## src/hw/rtl/double_ended_queue_macros.svh

```systemverilog
// Assertion macros used by the double-ended queue top level.
`ifndef DOUBLE_ENDED_QUEUE_MACROS_SVH
`define DOUBLE_ENDED_QUEUE_MACROS_SVH
`ifndef NO_ASSERTIONS
`define DQ_ASSERT(lbl, clk, rstn, prop) \
	lbl: assert property (@(posedge clk) disable iff (!rstn) (prop)) \
		else $error("double_ended_queue: assertion failed");
`define DQ_ASSERT_IMPL(lbl, clk, rstn, ante, cons) \
	lbl: assert property (@(posedge clk) disable iff (!rstn) (ante) |-> (cons)) \
		else $error("double_ended_queue: implication failed");
`else
`define DQ_ASSERT(lbl, clk, rstn, prop)
`define DQ_ASSERT_IMPL(lbl, clk, rstn, ante, cons)
`endif
`endif

```

## src/hw/rtl/dq_pkg.sv

```systemverilog
// Types, constants and index helpers for the double-ended queue.
`timescale 1ns / 1ps
package dq_pkg;
	localparam int DEPTH = 16;
	localparam int IDX_W = $clog2(DEPTH);
	localparam int CNT_W = $clog2(DEPTH + 1);
	localparam int VAL_W = 32;

	typedef logic [IDX_W-1:0] idx_t;
	typedef logic [CNT_W-1:0] cnt_t;

	typedef enum logic [2:0] {
		OP_PUSH_FRONT = 3'd0,
		OP_PUSH_BACK  = 3'd1,
		OP_POP_FRONT  = 3'd2,
		OP_POP_BACK   = 3'd3,
		OP_DUMP       = 3'd4
	} op_t;

	typedef enum logic [1:0] {
		ST_OK    = 2'd0,
		ST_EMPTY = 2'd1,
		ST_FULL  = 2'd2
	} status_t;

	typedef enum logic {
		ENG_IDLE,
		ENG_EMIT
	} eng_state_t;

	typedef struct packed {
		op_t                     op;
		logic signed [VAL_W-1:0] value;
	} cmd_t;

	typedef struct packed {
		status_t                 status;
		logic signed [VAL_W-1:0] value;
		logic                    last;
	} res_t;

	function automatic idx_t idx_inc(input idx_t i);
		return (i == IDX_W'(DEPTH - 1)) ? '0 : i + 1'b1;
	endfunction

	function automatic idx_t idx_dec(input idx_t i);
		return (i == '0) ? IDX_W'(DEPTH - 1) : i - 1'b1;
	endfunction

	function automatic idx_t idx_add(input idx_t i, input cnt_t n);
		logic [CNT_W:0] s;
		s = (CNT_W + 1)'(i) + (CNT_W + 1)'(n);
		if (s >= (CNT_W + 1)'(DEPTH)) begin
			s = s - (CNT_W + 1)'(DEPTH);
		end
		return IDX_W'(s);
	endfunction
endpackage

```

## src/hw/rtl/dq_front.sv

```systemverilog
// Request intake: drops unknown opcodes and queues the rest for the engine.
`timescale 1ns / 1ps
module dq_front import dq_pkg::*; (
	input  logic                    clk,
	input  logic                    arst_n,
	input  logic                    push,
	output logic                    full,
	input  logic [2:0]              opcode,
	input  logic signed [VAL_W-1:0] push_value,
	output logic                    cmd_valid,
	output cmd_t                    cmd,
	input  logic                    cmd_take
);
	cmd_t       ent_q [2];
	logic       wr_ptr_q;
	logic       rd_ptr_q;
	logic [1:0] cnt_q;
	logic       accept;
	logic       legal;
	logic       store;

	assign full      = (cnt_q == 2'd2);
	assign accept    = push && !full;
	assign legal     = (opcode <= 3'(OP_DUMP));
	assign store     = accept && legal;
	assign cmd_valid = (cnt_q != 2'd0);
	assign cmd       = ent_q[rd_ptr_q];

	always_ff @(posedge clk) begin
		if (store) begin
			ent_q[wr_ptr_q] <= '{op: op_t'(opcode), value: push_value};
		end
	end

	always_ff @(posedge clk or negedge arst_n) begin
		if (!arst_n) begin
			wr_ptr_q <= 1'b0;
			rd_ptr_q <= 1'b0;
			cnt_q    <= 2'd0;
		end else begin
			if (store) begin
				wr_ptr_q <= !wr_ptr_q;
			end
			if (cmd_take) begin
				rd_ptr_q <= !rd_ptr_q;
			end
			cnt_q <= cnt_q + 2'(store) - 2'(cmd_take);
		end
	end
endmodule

```

## src/hw/rtl/dq_back.sv

```systemverilog
// Deque engine: ring store, head pointer, count, and the dump walker.
`timescale 1ns / 1ps
module dq_back import dq_pkg::*; (
	input  logic clk,
	input  logic arst_n,
	input  logic cmd_valid,
	input  cmd_t cmd,
	output logic cmd_take,
	input  logic res_room,
	output logic res_valid,
	output res_t res,
	output cnt_t count
);
	logic signed [VAL_W-1:0] mem [DEPTH];
	logic signed [VAL_W-1:0] rd_data_q;
	eng_state_t state_q, state_d;
	idx_t head_q, head_d;
	cnt_t count_q, count_d;
	idx_t ptr_q, ptr_d;
	cnt_t rem_q, rem_d;
	logic wr_en, rd_en;
	idx_t wr_addr, rd_addr;
	logic go;
	logic is_full, is_empty;

	assign go       = cmd_valid && res_room && (state_q == ENG_IDLE);
	assign is_full  = (count_q == CNT_W'(DEPTH));
	assign is_empty = (count_q == '0);
	assign count    = count_q;

	always_comb begin
		state_d = state_q;
		unique case (state_q)
			ENG_IDLE: begin
				if (go && !is_empty && (cmd.op == OP_POP_FRONT || cmd.op == OP_POP_BACK
						|| cmd.op == OP_DUMP)) begin
					state_d = ENG_EMIT;
				end
			end
			ENG_EMIT: begin
				if (res_room && rem_q == '0) begin
					state_d = ENG_IDLE;
				end
			end
			default: state_d = ENG_IDLE;
		endcase
	end

	always_comb begin
		cmd_take  = 1'b0;
		res_valid = 1'b0;
		res       = '{status: ST_OK, value: '0, last: 1'b1};
		wr_en     = 1'b0;
		wr_addr   = head_q;
		rd_en     = 1'b0;
		rd_addr   = head_q;
		head_d    = head_q;
		count_d   = count_q;
		ptr_d     = ptr_q;
		rem_d     = rem_q;
		unique case (state_q)
			ENG_IDLE: begin
				if (go) begin
					cmd_take = 1'b1;
					unique case (cmd.op)
						OP_PUSH_FRONT, OP_PUSH_BACK: begin
							res_valid = 1'b1;
							if (is_full) begin
								res.status = ST_FULL;
							end else begin
								wr_en   = 1'b1;
								count_d = count_q + 1'b1;
								if (cmd.op == OP_PUSH_FRONT) begin
									head_d  = idx_dec(head_q);
									wr_addr = idx_dec(head_q);
								end else begin
									wr_addr = idx_add(head_q, count_q);
								end
							end
						end
						OP_POP_FRONT, OP_POP_BACK: begin
							if (is_empty) begin
								res_valid  = 1'b1;
								res.status = ST_EMPTY;
							end else begin
								rd_en   = 1'b1;
								count_d = count_q - 1'b1;
								rem_d   = '0;
								if (cmd.op == OP_POP_FRONT) begin
									head_d = idx_inc(head_q);
								end else begin
									rd_addr = idx_add(head_q, count_q - 1'b1);
								end
							end
						end
						OP_DUMP: begin
							if (is_empty) begin
								res_valid  = 1'b1;
								res.status = ST_EMPTY;
							end else begin
								rd_en = 1'b1;
								ptr_d = head_q;
								rem_d = count_q - 1'b1;
							end
						end
						default: begin
						end
					endcase
				end
			end
			ENG_EMIT: begin
				if (res_room) begin
					res_valid = 1'b1;
					res.value = rd_data_q;
					res.last  = (rem_q == '0);
					if (rem_q != '0) begin
						rd_en   = 1'b1;
						rd_addr = idx_inc(ptr_q);
						ptr_d   = idx_inc(ptr_q);
						rem_d   = rem_q - 1'b1;
					end
				end
			end
			default: begin
			end
		endcase
	end

	always_ff @(posedge clk) begin
		if (wr_en) begin
			mem[wr_addr] <= cmd.value;
		end
		if (rd_en) begin
			rd_data_q <= mem[rd_addr];
		end
	end

	always_ff @(posedge clk or negedge arst_n) begin
		if (!arst_n) begin
			state_q <= ENG_IDLE;
			head_q  <= '0;
			count_q <= '0;
			ptr_q   <= '0;
			rem_q   <= '0;
		end else begin
			state_q <= state_d;
			head_q  <= head_d;
			count_q <= count_d;
			ptr_q   <= ptr_d;
			rem_q   <= rem_d;
		end
	end
endmodule

```

## src/hw/rtl/dq_out.sv

```systemverilog
// Two-word result queue that parts the engine from the result ports.
`timescale 1ns / 1ps
module dq_out import dq_pkg::*; (
	input  logic                    clk,
	input  logic                    arst_n,
	input  logic                    res_valid,
	input  res_t                    res,
	output logic                    res_room,
	output logic                    empty,
	input  logic                    pop,
	output logic [1:0]              status,
	output logic signed [VAL_W-1:0] item_value,
	output logic                    last
);
	res_t       ent_q [2];
	logic       wr_ptr_q;
	logic       rd_ptr_q;
	logic [1:0] cnt_q;
	logic       take;
	res_t       head;

	assign res_room   = (cnt_q != 2'd2);
	assign empty      = (cnt_q == 2'd0);
	assign take       = pop && !empty;
	assign head       = ent_q[rd_ptr_q];
	assign status     = head.status;
	assign item_value = head.value;
	assign last       = head.last;

	always_ff @(posedge clk) begin
		if (res_valid) begin
			ent_q[wr_ptr_q] <= res;
		end
	end

	always_ff @(posedge clk or negedge arst_n) begin
		if (!arst_n) begin
			wr_ptr_q <= 1'b0;
			rd_ptr_q <= 1'b0;
			cnt_q    <= 2'd0;
		end else begin
			if (res_valid) begin
				wr_ptr_q <= !wr_ptr_q;
			end
			if (take) begin
				rd_ptr_q <= !rd_ptr_q;
			end
			cnt_q <= cnt_q + 2'(res_valid) - 2'(take);
		end
	end
endmodule

```

## src/hw/rtl/double_ended_queue.sv

```systemverilog
// Top level of the bounded double-ended queue of signed 32-bit words.
// Requests enter a two-word intake queue; opcodes above dump are dropped
// there and give no result. The engine serves one request at a time: a push,
// or a pop or dump of an empty queue, gives its result in the cycle that the
// request is taken; a pop of a stored element reads the ring store, which has
// one registered read port, and gives its result from the emit state; a dump
// reads the stored elements front to back through that same port, one per
// result. Results leave through a two-word queue, so the engine keeps working
// while fewer than two results wait to be taken and stalls while two wait.
`timescale 1ns / 1ps
`include "double_ended_queue_macros.svh"
module double_ended_queue import dq_pkg::*; (
	input  logic                    clk,
	input  logic                    arst_n,
	input  logic                    push,
	output logic                    full,
	input  logic [2:0]              opcode,
	input  logic signed [VAL_W-1:0] push_value,
	output logic                    empty,
	input  logic                    pop,
	output logic [1:0]              status,
	output logic signed [VAL_W-1:0] item_value,
	output logic                    last
);
	logic cmd_valid;
	cmd_t cmd;
	logic cmd_take;
	logic res_room;
	logic res_valid;
	res_t res;
	cnt_t count;

	dq_front u_front (
		.clk        (clk),
		.arst_n     (arst_n),
		.push       (push),
		.full       (full),
		.opcode     (opcode),
		.push_value (push_value),
		.cmd_valid  (cmd_valid),
		.cmd        (cmd),
		.cmd_take   (cmd_take)
	);

	dq_back u_back (
		.clk       (clk),
		.arst_n    (arst_n),
		.cmd_valid (cmd_valid),
		.cmd       (cmd),
		.cmd_take  (cmd_take),
		.res_room  (res_room),
		.res_valid (res_valid),
		.res       (res),
		.count     (count)
	);

	dq_out u_out (
		.clk        (clk),
		.arst_n     (arst_n),
		.res_valid  (res_valid),
		.res        (res),
		.res_room   (res_room),
		.empty      (empty),
		.pop        (pop),
		.status     (status),
		.item_value (item_value),
		.last       (last)
	);

	`DQ_ASSERT(a_count_bound, clk, arst_n, count <= CNT_W'(DEPTH))
	`DQ_ASSERT_IMPL(a_res_room, clk, arst_n, res_valid, res_room)
	`DQ_ASSERT_IMPL(a_cmd_take, clk, arst_n, cmd_take, cmd_valid)
	`DQ_ASSERT_IMPL(a_status_legal, clk, arst_n, !empty, status != 2'd3)
endmodule
```

## config.mk

```make
export PLATFORM = sky130hd
export DESIGN_NAME = double_ended_queue
export DESIGN_NICKNAME = d
export VERILOG_FILES = /design/src/hw/rtl/dq_pkg.sv /design/src/hw/rtl/dq_front.sv /design/src/hw/rtl/dq_back.sv /design/src/hw/rtl/dq_out.sv /design/src/hw/rtl/double_ended_queue.sv
export VERILOG_INCLUDE_DIRS = /design/src /design/src/hw/rtl
export SDC_FILE = /design/constraint.sdc
export NUM_CORES = 1
export LEC_CHECK = 0
export BUFFER_PORTS_ARGS = -buffer_cell sky130_fd_sc_hd__buf_4
export CAP_MARGIN = 10
export CORE_UTILIZATION = 55
export CTS_CLUSTER_SIZE = 20
export DETAILED_ROUTE_END_ITERATION = 10
export GPL_ROUTABILITY_DRIVEN = 0
export MAX_ROUTING_LAYER = met4
export PLACE_DENSITY_LB_ADDON = 0.08
export SLEW_MARGIN = 20
export SYNTH_ARGS = -nofsm -noshare
export SYNTH_HDL_FRONTEND = slang
export SYNTH_SLANG_ARGS = --single-unit
export TNS_END_PERCENT = 100
```

## constraint.sdc

```tcl
create_clock -name clk -period 5.1 [get_ports clk]
set_input_delay 0.51 -clock clk [delete_from_list [all_inputs] [get_ports clk]]
set_output_delay 0.51 -clock clk [all_outputs]
set_load 0.01 [all_outputs]
```

==> results of run 1 <==
==> worst reg2reg max path: cells and delay by family, from the launching register on <==
| family | cells | cell delay [ps] |
|---|---|---|
| flops | 1 | 800 |
| buf+inv | 1 | 450 |
| compound gates | 4 | 1830 |
| mux | 1 | 300 |
| simple gates | 2 | 880 |
==> layout by cell type, fill, tap and decap left out, types with 24 or more instances in the layout <==
master / n
mux2_2: 142
inv_1: 148
and3_1: 34
nand2_1: 32
o211a_1: 128
edfxtp_1: 684
clkbuf_16: 78
or4_1: 32
mux2_4: 32
buf_4: 103
o311ai_0: 126
o21ai_0: 150
dfrtp_1: 25
mux2_1: 24
==> final timing paths <==
check                                       endpoint  slack, ps
worst min register to register        u_out.rd_ptr_q        480
worst max register to register  u_back.rd_data_q[17]        570
worst max-delay path            u_back.rd_data_q[17]        570
max in group asynchronous             u_back.state_q       4400
min in group asynchronous           u_front.rd_ptr_q        400
worst min-delay path            u_front.ent_q[1][18]        100
==> layer usage <==
metal,track usage,share of wire,up-vias
li1,-,-,7567
met2,0.399,0.48,533
met5,-,0,-
met1,0.362,0.45,8549
met3,0.0345,0.057,97
met4,0.0642,0.016,0
==> flip-flops by register name, indices dropped and copies added, names as in the netlist <==
name and flops:
u_back.mem 512, u_front.ent_q 70, u_out.ent_q 70, u_back.rd_data_q 32
u_back.count 5, u_back.rem_q 5, u_back.head_q 4, u_back.ptr_q 4
u_front.cnt_q 2, u_out.cnt_q 2, u_back.state_q 1, u_front.rd_ptr_q 1
u_front.wr_ptr_q 1, u_out.rd_ptr_q 1, u_out.wr_ptr_q 1
==> cell families (layout without fill, tap and decap cells) <==
family,after synthesis,after routing,share of synthesized area
AOI/OAI and AO/OA,466,466,0.121
xor gates and xnor gates,22,22,0.00644
adders and majority gates,20,20,0.00886
buffers and inverters,284,398,0.0393
DFF,711,711,0.709
muxes,203,203,0.0802
other,0,1,0
and+or+nand+nor,182,182,0.0357
==> report_power, final <==
| group | internal (mW) | switching [mW] |
|---|---|---|
| Clock | 3.03 | 2.14 |
| Sequential | 8.03 | 0.502 |
| Combinational | 3.99 | 6.23 |
| Total | 15.1 | 8.87 |
==> metrics by stage <==
step / power [mW] / std cells / worst slack, ps
finish: 23.9 / 2699 / 568
global route: 25.1 / 2699 / 404
CTS: 24.0 / 2698 / 622
detailed placement: 18.8 / 2567 / 690
global placement: 18.5 / 2567 / 802
floorplan: 15.7 / 1888 / 1240
==> area by class of cell <==
cell class	count	area share
antenna	1	0.0000739
tap	696	0.0257
inverter	148	0.0164
sequential	711	0.627
timing repair buffer	120	0.0326
clock buffer	100	0.0610
multi-input combinational	893	0.230
clock inverter	30	0.00747
==> out/metrics.yaml, run 1 <==
yosys_register_bits: 711
grt_pass1_vias: 16200
cts_sinks: 711
multiInputGateArea_um2: 7770
post-route-min-period_ps: 4530
track_usage: 0.257
rr_worst_depth: 8
path_max_fanout: 76
final_util: 0.629
synthTopCellsByArea: "edfxtp_1 (69%), mux2_2 (5.3%), o211a_1 (4.3%)"
fp.dieW_um: 235
synthCells: 1888
overflow: 0
vias: 16700
final_cell_area_um2: 33800
cts_buffer_depth: 3
maxSlewHeadroom: 0.287
ant_nets: 0
skew_ps: 14.2
fmax_ghz: 0.221
synth_area_um2: 29900
required_ps: 5430
fill_cells: 3854
drt_iter0_markers: 1713
die_y_um: 235
ios: 76
syn_area_per_cell_um2: 15.9
ctsResizeCount: 0
synth_top_cell_area_share: 0.686
cap_violations: 0
r2r_start: "u_front.rd_ptr_q"
routed_via_density: 6.20
placementRows: 85
worstHoldStart: "push_value[18]"
insertion_delay_ps: 600
setup_viol: 0
yosysTopAreaCell: "edfxtp_1"
dpl.hpwl_um: 36100
fin_crit_sh: 0.889
ff_latch_area_um2: 21200
port_buffers: 75
syn_nets: 1947
hold_ws_ps: 97.3
clk_pin_slew_ps: 60
ir_drop_mv: 0.988
fin_tns_setup_ps: 0
die-area_um2: 55400
yosysWarnings: 0
synth_most_common_cell: "edfxtp_1"
cp.arrival_ps: 4860
synth_edf_count: 684
grt_max_degree: 257
min_path_type: "in2reg"
crit_slowest_cell: "o221a_4"
clockRootBuffer: "clkbuf_16"
finalMaxSlewViolations: 0
area.growth.synth_to_final_pct: 13.0
synth_commonest_cells: "edfxtp_1 (684), o21ai_0 (153), inv_1 (148)"
critPathKind: "reg2reg"
cp.depth: 8
ys_seq_area_frac: 0.709
p_leak_nw: 12.7
startpoint_type: "flop"
nets: 2006
grt_antenna_before_repair: 4
cts_made_buffers: 73
crit_path_end_kind: "flop"
routedWlPerCell_um: 25.5
hold_viol: 0
grt_pass1_wl_um: 102000
htreeDepth: 3
cts_hold_buf: 1
outcome: "finished, final reports clean"
cp_top_family: "compound AO/OA/AOI/OAI gates"
rsz0062_at_grt: "no"
post_cts.repair.setup_buffers: 0
holdPathStages: 1
core_um2: 53800
crit_buf_inv: 1
synth_flop_cell: "edfxtp_1"
async_flop_share: 0.0380
worstMarginPinSlew_ps: 1070
crit_start: "u_front.rd_ptr_q"
cpPeakStageDelay_ps: 850
placed_area_um2: 31500
drc: 0
drive_above_1_share: 0.214
power_density_nw_per_um2: 707
dr.pass1.iters: 6
wl_um: 68700
ys_types: 65
crit_chain: "nand4b_1 > a2111oi_4 > mux2i_1 > o221a_4 > buf_4 > o311ai_0 > o211a_1 > or4_1"
initial_core_util: 0.556
cts_tree: "yes"
Power figures use the tool's default switching activity.
==> inputs of run 2 (changes only) <==
PLACE_DENSITY = 0.7   (was unset)
PLACE_DENSITY_LB_ADDON = unset   (was 0.08)
SYNTH_HIERARCHICAL = 1   (was unset)
==> run 2 against run 1 <==
Compared with the run above:
- final area shrank 2.6%
- core utilization shrank 0.27 points
- synthesized cell count grew 2.4%
- die area shrank 1.7%
- clock skew grew 16 ps
- via count grew 5.4%
- critical endpoint is now u_back/rd_data_q[23]
- largest power group unchanged
==> out/metrics.yaml, run 2 <==
dpl.hpwl_um: 38500
outcome: "finished, final reports clean"
required_ps: 5440
synth_commonest_cells: "edfxtp_1 (684), nand3_1 (263), o21ai_0 (112)"
maxSlewHeadroom: 0.260
final_cell_mix: "edfxtp_1 (684), nand3_1 (263), buf_4 (127), o21ai_0 (112)"
ir_drop_mv: 0.716
clockRootBuffer: "clkbuf_16"
regToRegEndpoint: "u_back/rd_data_q[23]"
synthCells: 1933
synth_area_um2: 29400
core_um2: 52700
syn_area_per_cell_um2: 15.2
cap_violations: 0
overflow: 0
cts_sinks: 711
synthTopCellsByArea: "edfxtp_1 (70%), nand3_1 (4.5%), mux2_4 (3.0%)"
rr_worst_depth: 13
worstMarginPinSlew_ps: 1090
clk_pin_slew_ps: 60
initial_core_util: 0.559
fin_crit_sh: 0.792
grt_pass1_wl_um: 104000
nets: 2049
crit_path_end: "u_back/rd_data_q[23]"
startpoint_type: "flop"
ant_nets: 0
htreeDepth: 3
synth-compound-area-share: 0.0916
insertion_delay_ps: 610
hold_ws_ps: 82.3
finalMaxSlewViolations: 0
ios: 76
grt_max_degree: 129
cts_made_buffers: 71
total_power_mw: 24.1
synth_most_common_cell: "edfxtp_1"
die-area_um2: 54400
power_density_nw_per_um2: 731
critPathKind: "reg2reg"
synth_xor_area_frac: 0.00685
path_max_fanout: 35
routed_via_density: 6.47
crit_start: "u_back/count[0]"
top_regs: "u_back/mem x512, u_front/ent_q x70, u_out/ent_q x70"
grt_antenna_before_repair: 1
dr.pass1.iters: 6
final_common_cell: "edfxtp_1"
rsz0062_at_grt: "no"
fin_tns_setup_ps: 0
r2r_slack_ps: 1060
cts_buffer_depth: 3
vias: 17700
async_flop_share: 0.0380
synthSimpleGateAreaFrac: 0.0800
p_leak_nw: 11.3
largest_register_ffs: 512
n_antenna_cell: 0
fill_cells: 3704
post_cts.repair.setup_buffers: 0
drc: 0
yosysWarnings: 6
synth_top_family_by_area: "compound AO/OA/AOI/OAI gates"
drt_iter0_markers: 2343
fmax_ghz: 0.248
r2r_start: "u_back/count[0]"
post-route-min-period_ps: 4040
synth_top_cell_area_share: 0.698
area.growth.synth_to_final_pct: 12.1
synth_flop_cell: "edfxtp_1"
wl_um: 69800
synth_fa_ha_area_frac: 0.00902
track_usage: 0.268
ys_seq_area_frac: 0.721
cp.arrival_ps: 4380
ctsResizeCount: 0
placementRows: 84
min_path_type: "in2reg"
yosys_register_bits: 711
grt_pass1_vias: 16800
synthMuxAreaShare: 0.0611
yosysTopAreaCell: "edfxtp_1"
drive_above_1_share: 0.168
synth_edf_count: 684
port_buffers: 75
crit_path_end_kind: "flop"
cts_hold_buf: 1
setup_viol: 0
skew_ps: 30.0
routedWlPerCell_um: 25.6
regMostFlops: "u_back/mem"
hold_viol: 0
die_y_um: 233
fp.dieW_um: 233
cts_tree: "yes"
ys_types: 64
syn_nets: 1992
[run 2: cells by family after synthesis]
| family | count (synthesis) |
|---|---|
| compound gates | 389 |
| xor+xnor | 23 |
| fa+ha+maj | 20 |
| buf+inv | 170 |
| flops | 711 |
| mux | 147 |
| simple gates | 473 |
[run 2: per-layer routing]
layer | wire length, um | GRT usage | up-vias
met1 | 27300 | 0.358 | 8756
met4 | 2200 | 0.105 | 0
met2 | 33300 | 0.411 | 988
met5 | 0 | - | -
li1 | - | - | 7761
met3 | 6960 | 0.0493 | 147
[run 2: how the worst min path moves through the flow]
stage,slack (ps),cells past startpoint,end,start
6_report,80,1,u_front/ent_q[1][7],push_value[7]
2_1_floorplan,210,0,u_back/count[0],arst_n
4_1_cts,60,1,u_front/ent_q[0][7],push_value[7]
5_1_grt,70,1,u_front/ent_q[0][17],push_value[17]
3_3_place_gp,450,1,u_out/wr_ptr_q,arst_n
3_5_place_dp,450,1,u_out/cnt_q[0],arst_n
[run 2: critical path, stage by stage (launching register included)]
cell and delay (ps):
dfrtp_1 490, inv_1 130, ha_1 360, inv_1 90
ha_1 280, a21o_1 160, a21oi_1 170, xnor2_1 160
mux2_2 400, buf_4 320, o21ai_2 630, buf_12 310
a221o_1 160, nand3_1 90
[run 2: stage by stage]
stage	cell area (um2)	worst slack, ps	std cells	util
6_report	33000	1060	2730	0.626
5_1_grt	33000	931	2730	0.626
4_1_cts	33000	1150	2730	0.626
3_5_place_dp	30800	1230	2604	0.585
3_3_place_gp	30800	966	2604	0.584
2_1_floorplan	29400	1140	1933	-
[run 2: final cells by class]
| cell class | count | area (um2) | share of cell area |
|---|---|---|---|
| clock buffers | 93 | 1970 | 0.0596 |
| flip-flops and latches | 711 | 21200 | 0.644 |
| inverters | 19 | 71.3 | 0.00216 |
| well taps | 688 | 861 | 0.0261 |
| repair buffers | 135 | 1100 | 0.0335 |
| clock inverters | 32 | 213 | 0.00645 |
| multi-input cells | 1052 | 7540 | 0.229 |
[run 2: report_power, final]
group,leakage (nW),switching [mW],total [mW],internal (mW)
clock,1.07,2.10,4.92,2.81
combinational,3.69,6.94,10.6,3.68
sequential,6.55,0.514,8.57,8.05
total,11.3,9.56,24.1,14.5
